<file path="config.mk">
export PLATFORM = sky130hd
export DESIGN_NAME = spi_slave_frame_parser_unit
export DESIGN_NICKNAME = d
export VERILOG_FILES = /design/src/sv/ssfp_pkg.sv /design/src/sv/spi_slave_frame_parser_unit.sv
export SDC_FILE = /design/constraint.sdc
export NUM_CORES = 1
export LEC_CHECK = 0
export BUFFER_PORTS_ARGS = -buffer_cell sky130_fd_sc_hd__buf_2
export CORE_MARGIN = 2
export CORE_UTILIZATION = 50
export CTS_BUF_LIST = sky130_fd_sc_hd__clkbuf_16
export CTS_CLUSTER_DIAMETER = 200
export DETAILED_ROUTE_END_ITERATION = 7
export PLACE_DENSITY = 0.78
export SLEW_MARGIN = 20
export SYNTH_ARGS = -nofsm -noshare
export SYNTH_HDL_FRONTEND = slang
export SYNTH_SLANG_ARGS = --single-unit
</file>
<file path="constraint.sdc">
create_clock -name clk -period 4.6 [get_ports clk]
set_clock_uncertainty 0.05 [all_clocks]
set_input_delay 0 -clock clk [delete_from_list [all_inputs] [get_ports clk]]
set_output_delay 0 -clock clk [all_outputs]
set_load 0.02 [all_outputs]
</file>
<file path="src/sv/ssfp_pkg.sv">
// ----------------------------------------------------------------------------
// ssfp_pkg
// Shared constants for the SPI slave frame parser: frame length, header and
// command codes, register indexes and reset values.
// ----------------------------------------------------------------------------
package ssfp_pkg;

	// Command frame length in bytes (2..16)
	localparam int FRAME_BYTES = 8;
	localparam int CNT_W       = $clog2(FRAME_BYTES);
	// Frame position of the last byte as carried on the 3-bit index field
	localparam logic [2:0] LAST_INDEX = 3'((FRAME_BYTES - 1) % 8);

	// Feedback table geometry
	localparam int TABLE_BYTES = 8;
	localparam int FB_IDX_W    = 4;

	// Byte codes
	localparam logic [7:0] HDR_FRAME      = 8'hA5;
	localparam logic [7:0] HDR_FB_FIRST   = 8'hF5;
	localparam logic [7:0] HDR_FB_SECOND  = 8'h5F;
	localparam logic [7:0] CMD_FB_RESTART = 8'h55;
	localparam logic [7:0] CMD_FB_SEND    = 8'hAA;

	// Configuration register indexes
	localparam logic [1:0] REG_DATA_WORD = 2'd0;
	localparam logic [1:0] REG_RATE_WORD = 2'd1;
	localparam logic [1:0] REG_SELECT    = 2'd2;

	// Register reset values
	localparam logic [63:0] RESET_DATA_WORD = 64'h100E0C0A08060402;
	localparam logic [63:0] RESET_RATE_WORD = 64'h0;

endpackage

</file>
<file path="src/sv/spi_slave_frame_parser_unit.sv">
// ----------------------------------------------------------------------------
// spi_slave_frame_parser_unit
// Parses received SPI bytes: captures command frames opened by 0xA5 and
// serves feedback bytes from a configurable table once feedback is armed.
// ----------------------------------------------------------------------------
// One result word per received byte, one byte per cycle while the result side
// does not stall. The parser state and the result register update on the same
// edge the byte is accepted, so the result is valid in the next cycle. The
// result register decouples the sides: a new byte is taken whenever the result
// register is empty or its word is taken in the same cycle. Configuration writes
// are always accepted and take effect on the next byte; write only while idle.
module spi_slave_frame_parser_unit (
	input  logic        clk,
	input  logic        arst_n,
	// received byte channel
	input  logic        in_valid,
	output logic        in_ready,
	input  logic [7:0]  rx_byte,
	// result channel
	output logic        out_valid,
	input  logic        out_ready,
	output logic        capture_valid,
	output logic [2:0]  capture_index,
	output logic [7:0]  capture_byte,
	output logic        frame_done,
	output logic        tx_valid,
	output logic [7:0]  tx_byte,
	// configuration write channel
	input  logic        cfg_valid,
	output logic        cfg_ready,
	input  logic [1:0]  cfg_index,
	input  logic [63:0] cfg_data
);

	// Configuration registers
	logic [63:0] data_word_q;
	logic [63:0] rate_word_q;
	logic        select_q;

	// Parser state
	logic                        capturing_q;
	logic [ssfp_pkg::CNT_W-1:0]  count_q;
	logic                        awaiting_q;
	logic                        armed_q;
	logic [ssfp_pkg::FB_IDX_W-1:0] fb_idx_q;

	logic accept;

	// Next-state and result logic
	logic                          cap_mid;
	logic [ssfp_pkg::CNT_W-1:0]    count_mid;
	logic                          cap_last;
	logic                          await_mid;
	logic                          armed_mid;
	logic                          is_restart;
	logic                          is_send;
	logic [ssfp_pkg::FB_IDX_W-1:0] idx_mid;
	logic [63:0]                   table_word;
	logic [7:0]                    table_byte;
	logic                          idx_in_table;

	logic                          capturing_d;
	logic [ssfp_pkg::CNT_W-1:0]    count_d;
	logic                          awaiting_d;
	logic                          armed_d;
	logic [ssfp_pkg::FB_IDX_W-1:0] fb_idx_d;

	logic       res_cap_valid;
	logic [2:0] res_cap_index;
	logic [7:0] res_cap_byte;
	logic       res_done;
	logic       res_tx_valid;
	logic [7:0] res_tx_byte;

	assign cfg_ready = 1'b1;
	assign in_ready  = !out_valid || out_ready;
	assign accept    = in_valid && in_ready;

	// Command capture: open a frame on the header byte when idle
	always_comb begin
		cap_mid   = capturing_q || (rx_byte == ssfp_pkg::HDR_FRAME);
		count_mid = capturing_q ? count_q : '0;
		cap_last  = (count_mid == ssfp_pkg::CNT_W'(ssfp_pkg::FRAME_BYTES - 1));

		res_cap_valid = cap_mid;
		res_cap_index = cap_mid ? 3'(count_mid) : 3'd0;
		res_cap_byte  = cap_mid ? rx_byte : 8'd0;
		res_done      = cap_mid && cap_last;

		capturing_d = cap_mid && !cap_last;
		count_d     = (cap_mid && !cap_last) ? count_mid + 1'b1 : '0;
	end

	// Feedback arming and transmit
	always_comb begin
		await_mid = awaiting_q || (rx_byte == ssfp_pkg::HDR_FB_FIRST);
		armed_mid = armed_q || (await_mid && rx_byte == ssfp_pkg::HDR_FB_SECOND);
		awaiting_d = await_mid && (rx_byte != ssfp_pkg::HDR_FB_SECOND);

		is_restart = (rx_byte == ssfp_pkg::CMD_FB_RESTART);
		is_send    = (rx_byte == ssfp_pkg::CMD_FB_SEND);
		idx_mid    = is_restart ? '0 : fb_idx_q;
		idx_in_table = (idx_mid < ssfp_pkg::FB_IDX_W'(ssfp_pkg::TABLE_BYTES));

		// pick table, then byte; past the table reads zero
		table_word = select_q ? rate_word_q : data_word_q;
		table_byte = idx_in_table ? table_word[{idx_mid[2:0], 3'b000} +: 8] : 8'd0;

		res_tx_valid = armed_mid && (is_restart || is_send);
		res_tx_byte  = res_tx_valid ? table_byte : 8'd0;

		// step the index after every armed byte, disarm past the table
		armed_d  = armed_mid;
		fb_idx_d = fb_idx_q;
		if (armed_mid) begin
			if (idx_in_table) begin
				fb_idx_d = idx_mid + 1'b1;
			end else begin
				fb_idx_d = '0;
				armed_d  = 1'b0;
			end
		end
	end

	// Configuration registers
	always_ff @(posedge clk or negedge arst_n) begin
		if (!arst_n) begin
			data_word_q <= ssfp_pkg::RESET_DATA_WORD;
			rate_word_q <= ssfp_pkg::RESET_RATE_WORD;
			select_q    <= 1'b0;
		end else if (cfg_valid && cfg_ready) begin
			unique case (cfg_index)
				ssfp_pkg::REG_DATA_WORD: data_word_q <= cfg_data;
				ssfp_pkg::REG_RATE_WORD: rate_word_q <= cfg_data;
				ssfp_pkg::REG_SELECT:    select_q    <= cfg_data[0];
				default: ;
			endcase
		end
	end

	// Parser state: advance on each accepted byte
	always_ff @(posedge clk or negedge arst_n) begin
		if (!arst_n) begin
			capturing_q <= 1'b0;
			count_q     <= '0;
			awaiting_q  <= 1'b0;
			armed_q     <= 1'b0;
			fb_idx_q    <= '0;
		end else if (accept) begin
			capturing_q <= capturing_d;
			count_q     <= count_d;
			awaiting_q  <= awaiting_d;
			armed_q     <= armed_d;
			fb_idx_q    <= fb_idx_d;
		end
	end

	// Result register valid: set on accept, drop when taken
	always_ff @(posedge clk or negedge arst_n) begin
		if (!arst_n) begin
			out_valid <= 1'b0;
		end else if (accept) begin
			out_valid <= 1'b1;
		end else if (out_ready) begin
			out_valid <= 1'b0;
		end
	end

	// Result payload: load on accept, hold otherwise
	always_ff @(posedge clk) begin
		if (accept) begin
			capture_valid <= res_cap_valid;
			capture_index <= res_cap_index;
			capture_byte  <= res_cap_byte;
			frame_done    <= res_done;
			tx_valid      <= res_tx_valid;
			tx_byte       <= res_tx_byte;
		end
	end

endmodule

</file>
==> results of run 1 <==
-- path summary, 6_finish.rpt --
kind,from,to,slack (ps)
setup reg to reg,fb_idx_q[0]$_DFFE_PN0P_,tx_byte[1]$_SDFFCE_PN0P_,2010
min in group clk,out_ready,armed_q$_DFFE_PN0P_,250
setup / recovery,fb_idx_q[0]$_DFFE_PN0P_,tx_byte[1]$_SDFFCE_PN0P_,2010
max in group asynchronous,arst_n,select_q$_DFFE_PN0P_,3090
hold / removal,arst_n,data_word_q[39]$_DFFE_PN0P_,120
hold reg to reg,data_word_q[61]$_DFFE_PN0P_,data_word_q[61]$_DFFE_PN0P_,450
-- through the flow --
step	util	power, uW	cells	instance area, sq um	worst slack (ps)
floorplan	-	2273	475	7325	2736
global placement	0.5501	2441	735	7935	2029
detailed placement	0.5503	2487	735	7938	2028
CTS	0.6469	4041	844	9331	2008
global route	0.6469	4189	844	9331	1890
finish	0.6469	4028	844	9331	2007
-- Yosys cell counts, types with 2 or more instances --
cell type  number
a31oi_1         2
nand3_1         2
a211oi_1        6
a221oi_1        4
a22oi_1         3
buf_4           7
and2_1         11
mux4_2         20
inv_2           2
mux2i_1        14
a21oi_1        11
ha_1            3
edfxtp_1       22
nand2_1        21
clkbuf_1        6
nor2_1          4
and4bb_1        2
nand3b_1        2
nand4_1         2
nor2b_1         8
mux2_2        129
dfstp_2        13
mux4_1          8
o21ai_0         9
nand2b_1        3
inv_1           2
buf_6           2
dfrtp_1       127
buf_2          15
-- cells by family (layout without fill, tap and decap cells) --
logic type      Yosys count  count (layout)  share of synthesized area
other cells               1               1                  0.0005120
compound gates           42              42                    0.03929
buf+inv                  34             219                    0.02562
flops                   162             162                     0.5707
simple gates             62              62                    0.05108
fa+ha+maj                 3               3                   0.005125
mux                     171             171                     0.3077
-- per-layer routing --
metal,vias to the layer above,part of all wire
li1,2125,-
met1,2432,0.42
met2,149,0.51
met3,33,0.049
met4,0,0.022
met5,-,0
-- cell type report --
type                            instances  area, sq um  area share
Clock buffer                           17        425.4     0.04559
Tap cell                              184        230.2     0.02467
Timing Repair Buffer                  183         1318      0.1412
Multi-Input combinational cell        279         2962      0.3174
Sequential cell                       162         4184      0.4484
Clock inverter                         15        197.7     0.02119
Inverter                                4        15.01    0.001609
-- placed cells by master, fill, tap and decap left out, types with 2 or more instances in the layout --
cell           synthesis  routed
nand4_1                2       2
nor2_1                 4       4
nand3b_1               2       2
dlygate4sd3_1          0      77
edfxtp_1              22      22
nand2_1               21      21
inv_1                  2       4
and4bb_1               2       2
inv_2                  2       3
nand3_1                2       2
buf_4                  7       4
mux2_2               129     129
dfstp_2               13      13
mux2i_1               14      14
dfrtp_1              127     126
clkinv_2               0       5
clkbuf_16              0      17
a221oi_1               4       4
nand2b_1               3       3
mux4_2                20      20
a211oi_1               6       6
o21ai_0                9       8
mux4_1                 8       8
and2_1                11      11
bufinv_16              0       5
nor2b_1                8       8
buf_2                 15     101
ha_1                   3       3
a31oi_1                2       2
a21oi_1               11      11
a22oi_1                3       3
-- power by group --
group / total [uW] / internal (uW) / switching, uW
Combinational: 655 / 406 / 249
Clock: 1510 / 949 / 560
Sequential: 1860 / 1700 / 161
Total: 4030 / 3060 / 969
-- flip-flops by register name, summed over array words and instances (netlist names) --
| name | count |
|---|---|
| capture_index | 3 |
| rate_word_q | 64 |
| capture_valid | 1 |
| fb_idx_q | 4 |
| tx_byte | 8 |
| capture_byte | 8 |
| select_q | 1 |
| out_valid | 1 |
| tx_valid | 1 |
| capturing_q | 1 |
| armed_q | 1 |
| data_word_q | 64 |
| count_q | 3 |
| frame_done | 1 |
| awaiting_q | 1 |
-- repair_timing --
| action | CTS | global route |
|---|---|---|
| hold buffers | 77 | 0 |
| setup endpoints to repair | 0 | 0 |
| resized for setup | 0 | 0 |
| endpoints found under the hold margin | 219 | 0 |
==> results.py, run 1 <==
metrics = {
    "worst_hold_path": {
        "hold_path.class": "in2async",
    },
    "logic_synthesis": {
        "synth_area_sq_um": 7325,
        "synth-seq-cells": 162,
        "async_flop_share": 0.8642,
        "synth_ff_type": "dfrtp_1",
        "avgSynthCellArea_sq_um": 15.42,
        "synth_top_area_frac": 0.4339,
        "yosysTopAreaCell": "dfrtp_1",
        "synth_edf_count": 22,
        "syn_inst": 475,
        "yosysWarningCount": 0,
        "synth.net_count": 557,
        "yosys-top-cells-area": "dfrtp_1 43%, mux2_2 20%, edfxtp_1 9.0%",
        "synth-seq-area-share": 0.5707,
        "ys_types": 44,
    },
    "floorplanning": {
        "die_area_sq_um": 15630,
        "io_pins": 104,
        "initial_core_util": 0.5078,
        "die_width_microns": 125.0,
        "num_rows": 44,
        "die_h_microns": 125.0,
        "core_area_sq_um": 14420,
    },
    "finish": {
        "syn2layout_area_growth_pct": 27.40,
        "n_fill_cell": 1030,
        "fin_nets": 729,
        "drive_gt1_frac": 0.4652,
        "antennaDiodeCount": 0,
    },
    "global_route": {
        "grtUsageMet3": 0.05691,
        "grt_first_pass_wirelength_microns": 27570,
        "grt_max_degree": 81,
        "grt-ovfl-total": 0,
        "grt_pass1_vias": 5235,
        "antenna_found_initial": 0,
        "top_usage_layer": "met2",
        "track_usage": 0.2261,
        "grt_use_met1": 0.2870,
        "grtUsageMet2": 0.3830,
    },
    "cts": {
        "worstSkewPairLatency_ps": 430,
        "htreeDepth": 4,
        "cts.clk_slew.worst_paths_ps": 60,
        "cts-root-buf": "clkbuf_16",
        "clockBufferDepth": 2,
        "cts_tree": "built",
        "cts_buffers": 17,
        "cts_num_sinks": 162,
        "post-cts-setup-buffers": 0,
    },
    "power": {
        "irDropWorstVdd_mv": 0.2752,
        "leakage_uw": 0.003995,
        "power.density_nw_per_um2": 431.6,
    },
    "timing": {
        "maxSlewViolCount": 0,
        "setup_violations": 0,
        "report.final.hold_viol_count": 0,
        "max_freq_mhz": 385.7,
        "holdWs_ps": 122.9,
        "slew_headroom": 0.3206,
        "period_minus_slack_ps": 2593,
        "tightest_slew_ps": 1018,
        "setup-tns-final_ps": 0,
        "post-route-period-util": 0.5637,
        "rsz0062_at_grt": "no",
    },
    "status": {
        "status": "finished, final reports clean",
    },
    "critical_path": {
        "path_cells": "o21ai_4 -> inv_2 -> mux4_1 -> a211oi_1 -> a211oi_1",
        "cpMostUsedCell": "a211oi_1",
        "critPathLaunchType": "flip-flop",
        "critPathSlowestCell": "dfrtp_1",
        "crit_path_max_fanout": 21,
        "crit_family": "flip-flops",
        "arrival_ps": 2680,
        "endpoint_kind": "flip-flop",
        "cp.depth": 5,
        "cp_num_buf_inv": 1,
        "required_ps": 4690,
        "max_stage_delay_ps": 870,
        "reg2reg_depth": 5,
        "critPathKind": "reg2reg",
    },
    "detailed_routing": {
        "firstDrtPassIters": 5,
        "wire_per_inst_microns": 19.98,
        "wl_microns": 16860,
        "dr.first_iter.drc_count": 297,
        "via_per_inst": 5.615,
        "antenna_left": 0,
        "vias": 4739,
        "post-route-drc-count": 0,
    },
    "placed_design": {
        "globalplace.congestion": 0.7747,
        "dp_hpwl_microns": 10520,
        "port_buffers": 102,
    },
    "job": {
        "drv_cap": 0,
    },
}
No activity file was read; power rests on OpenSTA's default activity.
==> run 2: changes to the inputs <==
==> constraint.sdc (replaced) <==
create_clock -name clk -period 2.5 [get_ports clk]
set_clock_uncertainty 0.05 [all_clocks]
set_input_delay 0 -clock clk [delete_from_list [all_inputs] [get_ports clk]]
set_output_delay 0 -clock clk [all_outputs]
set_load 0.02 [all_outputs]
==> run 2 against run 1 <==
Combinational power grew 92%. Clock power grew 71%. Sequential share of layout area shrank 0.38 points. Register-to-register slack lost 1800 ps. Die area is the same. Global-route usage shrank 0.29 points. Critical path depth shrank 1. First-iteration DRC count shrank 15%. Non-clock buffer count grew 8. Highest routed layer unchanged. Cell count grew 0.95%. Critical endpoint is now tx_byte[6]$_SDFFCE_PN0P_. Flip-flop and latch count is the same. Worst hold slack gained 28 ps. Largest power group unchanged.
==> results.py, run 2 (synthesized netlist as in run 1, its figures left out) <==
metrics = {
    "placed_design": {
        "port_buffers": 102,
        "globalplace.congestion": 0.7674,
        "dp_hpwl_microns": 10660,
        "placed_cell_area_sq_um": 8025,
        "dp_slack_ps": 164.3,
    },
    "floorplanning": {
        "die_area_sq_um": 15630,
        "io_pins": 104,
        "initial_core_util": 0.5078,
        "core_area_sq_um": 14420,
        "die_h_microns": 125.0,
        "num_rows": 44,
        "die_width_microns": 125.0,
    },
    "timing": {
        "post-route-period-util": 0.9107,
        "report.final.hold_viol_count": 0,
        "setup_violations": 0,
        "maxSlewViolCount": 0,
        "max_freq_mhz": 439.2,
        "setup_slack_ps": 223.3,
        "period_minus_slack_ps": 2277,
        "tightest_slew_ps": 761.8,
        "slew_headroom": 0.4921,
        "rsz0062_at_grt": "no",
        "setup-tns-final_ps": 0,
        "holdWs_ps": 151.1,
    },
    "job": {
        "drv_cap": 0,
    },
    "cts": {
        "worstSkewPairLatency_ps": 420,
        "cts_tree": "built",
        "cts_buffers": 17,
        "cts-root-buf": "clkbuf_16",
        "clockBufferDepth": 2,
        "post-cts-setup-buffers": 0,
        "cts_num_sinks": 162,
        "htreeDepth": 4,
        "cts.clk_slew.worst_paths_ps": 60,
    },
    "finish": {
        "syn2layout_area_growth_pct": 28.41,
        "drive_gt1_frac": 0.4686,
        "top_regs": "data_word_q x64, rate_word_q x64",
        "fin_area_sq_um": 9405,
        "final_cell_mix": "129 x mux2_2, 126 x dfrtp_1, 101 x buf_2, 78 x dlygate4sd3_1, 22 x edfxtp_1",
        "antennaDiodeCount": 0,
        "final_common_cell": "mux2_2",
        "fin_nets": 737,
    },
    "status": {
        "status": "finished, final reports clean",
    },
    "global_route": {
        "grt_pass1_vias": 5017,
        "grt_first_pass_wirelength_microns": 27100,
        "antenna_found_initial": 0,
        "grt-ovfl-total": 0,
        "grt_max_degree": 87,
        "track_usage": 0.2232,
    },
    "power": {
        "power.density_nw_per_um2": 768.3,
        "irDropWorstVdd_mv": 0.5362,
        "p_total_uw": 7226,
        "leakage_uw": 0.004022,
    },
    "critical_path": {
        "timing.rr.start": "select_q$_DFFE_PN0P_",
        "path_cells": "buf_12 -> mux4_2 -> mux2i_1 -> a221oi_1",
        "max_stage_delay_ps": 750,
        "critPathKind": "reg2reg",
        "cp-startpoint": "select_q$_DFFE_PN0P_",
        "arrival_ps": 2370,
        "critPathSlowestCell": "dfrtp_2",
        "crit_path_max_fanout": 20,
        "critPathLaunchType": "flip-flop",
        "endpoint_kind": "flip-flop",
        "required_ps": 2590,
    },
    "detailed_routing": {
        "via_per_inst": 5.529,
        "wl_microns": 16660,
        "vias": 4711,
        "antenna_left": 0,
        "wire_per_inst_microns": 19.55,
        "firstDrtPassIters": 4,
        "dr.first_iter.drc_count": 253,
        "post-route-drc-count": 0,
    },
    "worst_hold_path": {
        "hold_path.class": "in2async",
    },
}
[run 2: cell types whose count changed in the layout (fill, tap and decap cells not counted)]
cell	previous run	this run
inv_6	0	2
dfrtp_4	1	0
clkinv_1	1	3
inv_1	4	3
bufinv_16	5	1
dfrtp_2	0	1
dlygate4sd3_1	77	78
buf_4	4	8
clkinvlp_4	1	3
buf_12	0	3
clkbuf_16	17	20
clkinv_4	0	1
inv_2	3	2
clkinv_2	5	1
[run 2: path summary, 6_finish.rpt]
path	to	cells after the start	slack [ps]
max	tx_byte[6]$_SDFFCE_PN0P_	4	220
min	rate_word_q[32]$_DFFE_PN0P_	2	150
max reg2reg	tx_byte[6]$_SDFFCE_PN0P_	4	220
min reg2reg	armed_q$_DFFE_PN0P_	2	450
max in group asynchronous	data_word_q[10]$_DFFE_PN1P_	3	1420
min in group clk	armed_q$_DFFE_PN0P_	5	210
[run 2: area by class of cell]
class | count | area [sq um]
fillers | 1006 | 5019
flip-flops and latches | 162 | 4182
multi-input cells | 279 | 2962
repair buffers | 191 | 1418
clock buffers | 20 | 500.5
well taps | 184 | 230.2
clock inverters | 12 | 98.84
inverters | 4 | 15.01
[run 2: metal layers]
metal / part of all wire / track usage / routed length (microns)
met5: 0 / 0 / 0
met4: 0.015 / 0.07190 / 244
met3: 0.045 / 0.04407 / 750
met2: 0.52 / 0.3801 / 8624
met1: 0.42 / 0.2905 / 7040
[run 2: stage by stage]
step / std cells / util
3_5_place_dp: 742 / 0.5564
5_1_grt: 852 / 0.6521
6_report: 852 / 0.6521
2_1_floorplan: 475 / -
3_3_place_gp: 742 / 0.5564
4_1_cts: 852 / 0.6521
[run 2: repair_timing]
| action | 4_1_cts | 5_1_grt |
|---|---|---|
| gates resized for setup | 0 | 0 |
| setup endpoints to repair | 0 | 0 |
| hold endpoints to repair | 212 | 0 |
| hold buffers | 78 | 0 |
[run 2: worst max-delay path: cells and delay by family (launching register included)]
family / cells / cell delay [ps]
flops: 1 / 750
compound gates: 1 / 120
mux: 2 / 790
buf+inv: 1 / 270
[run 2: power breakdown]
part / total, uW / internal [uW] / switching [uW]
Sequential: 3390 / 3130 / 254
Clock: 2580 / 1540 / 1040
Combinational: 1260 / 772 / 489
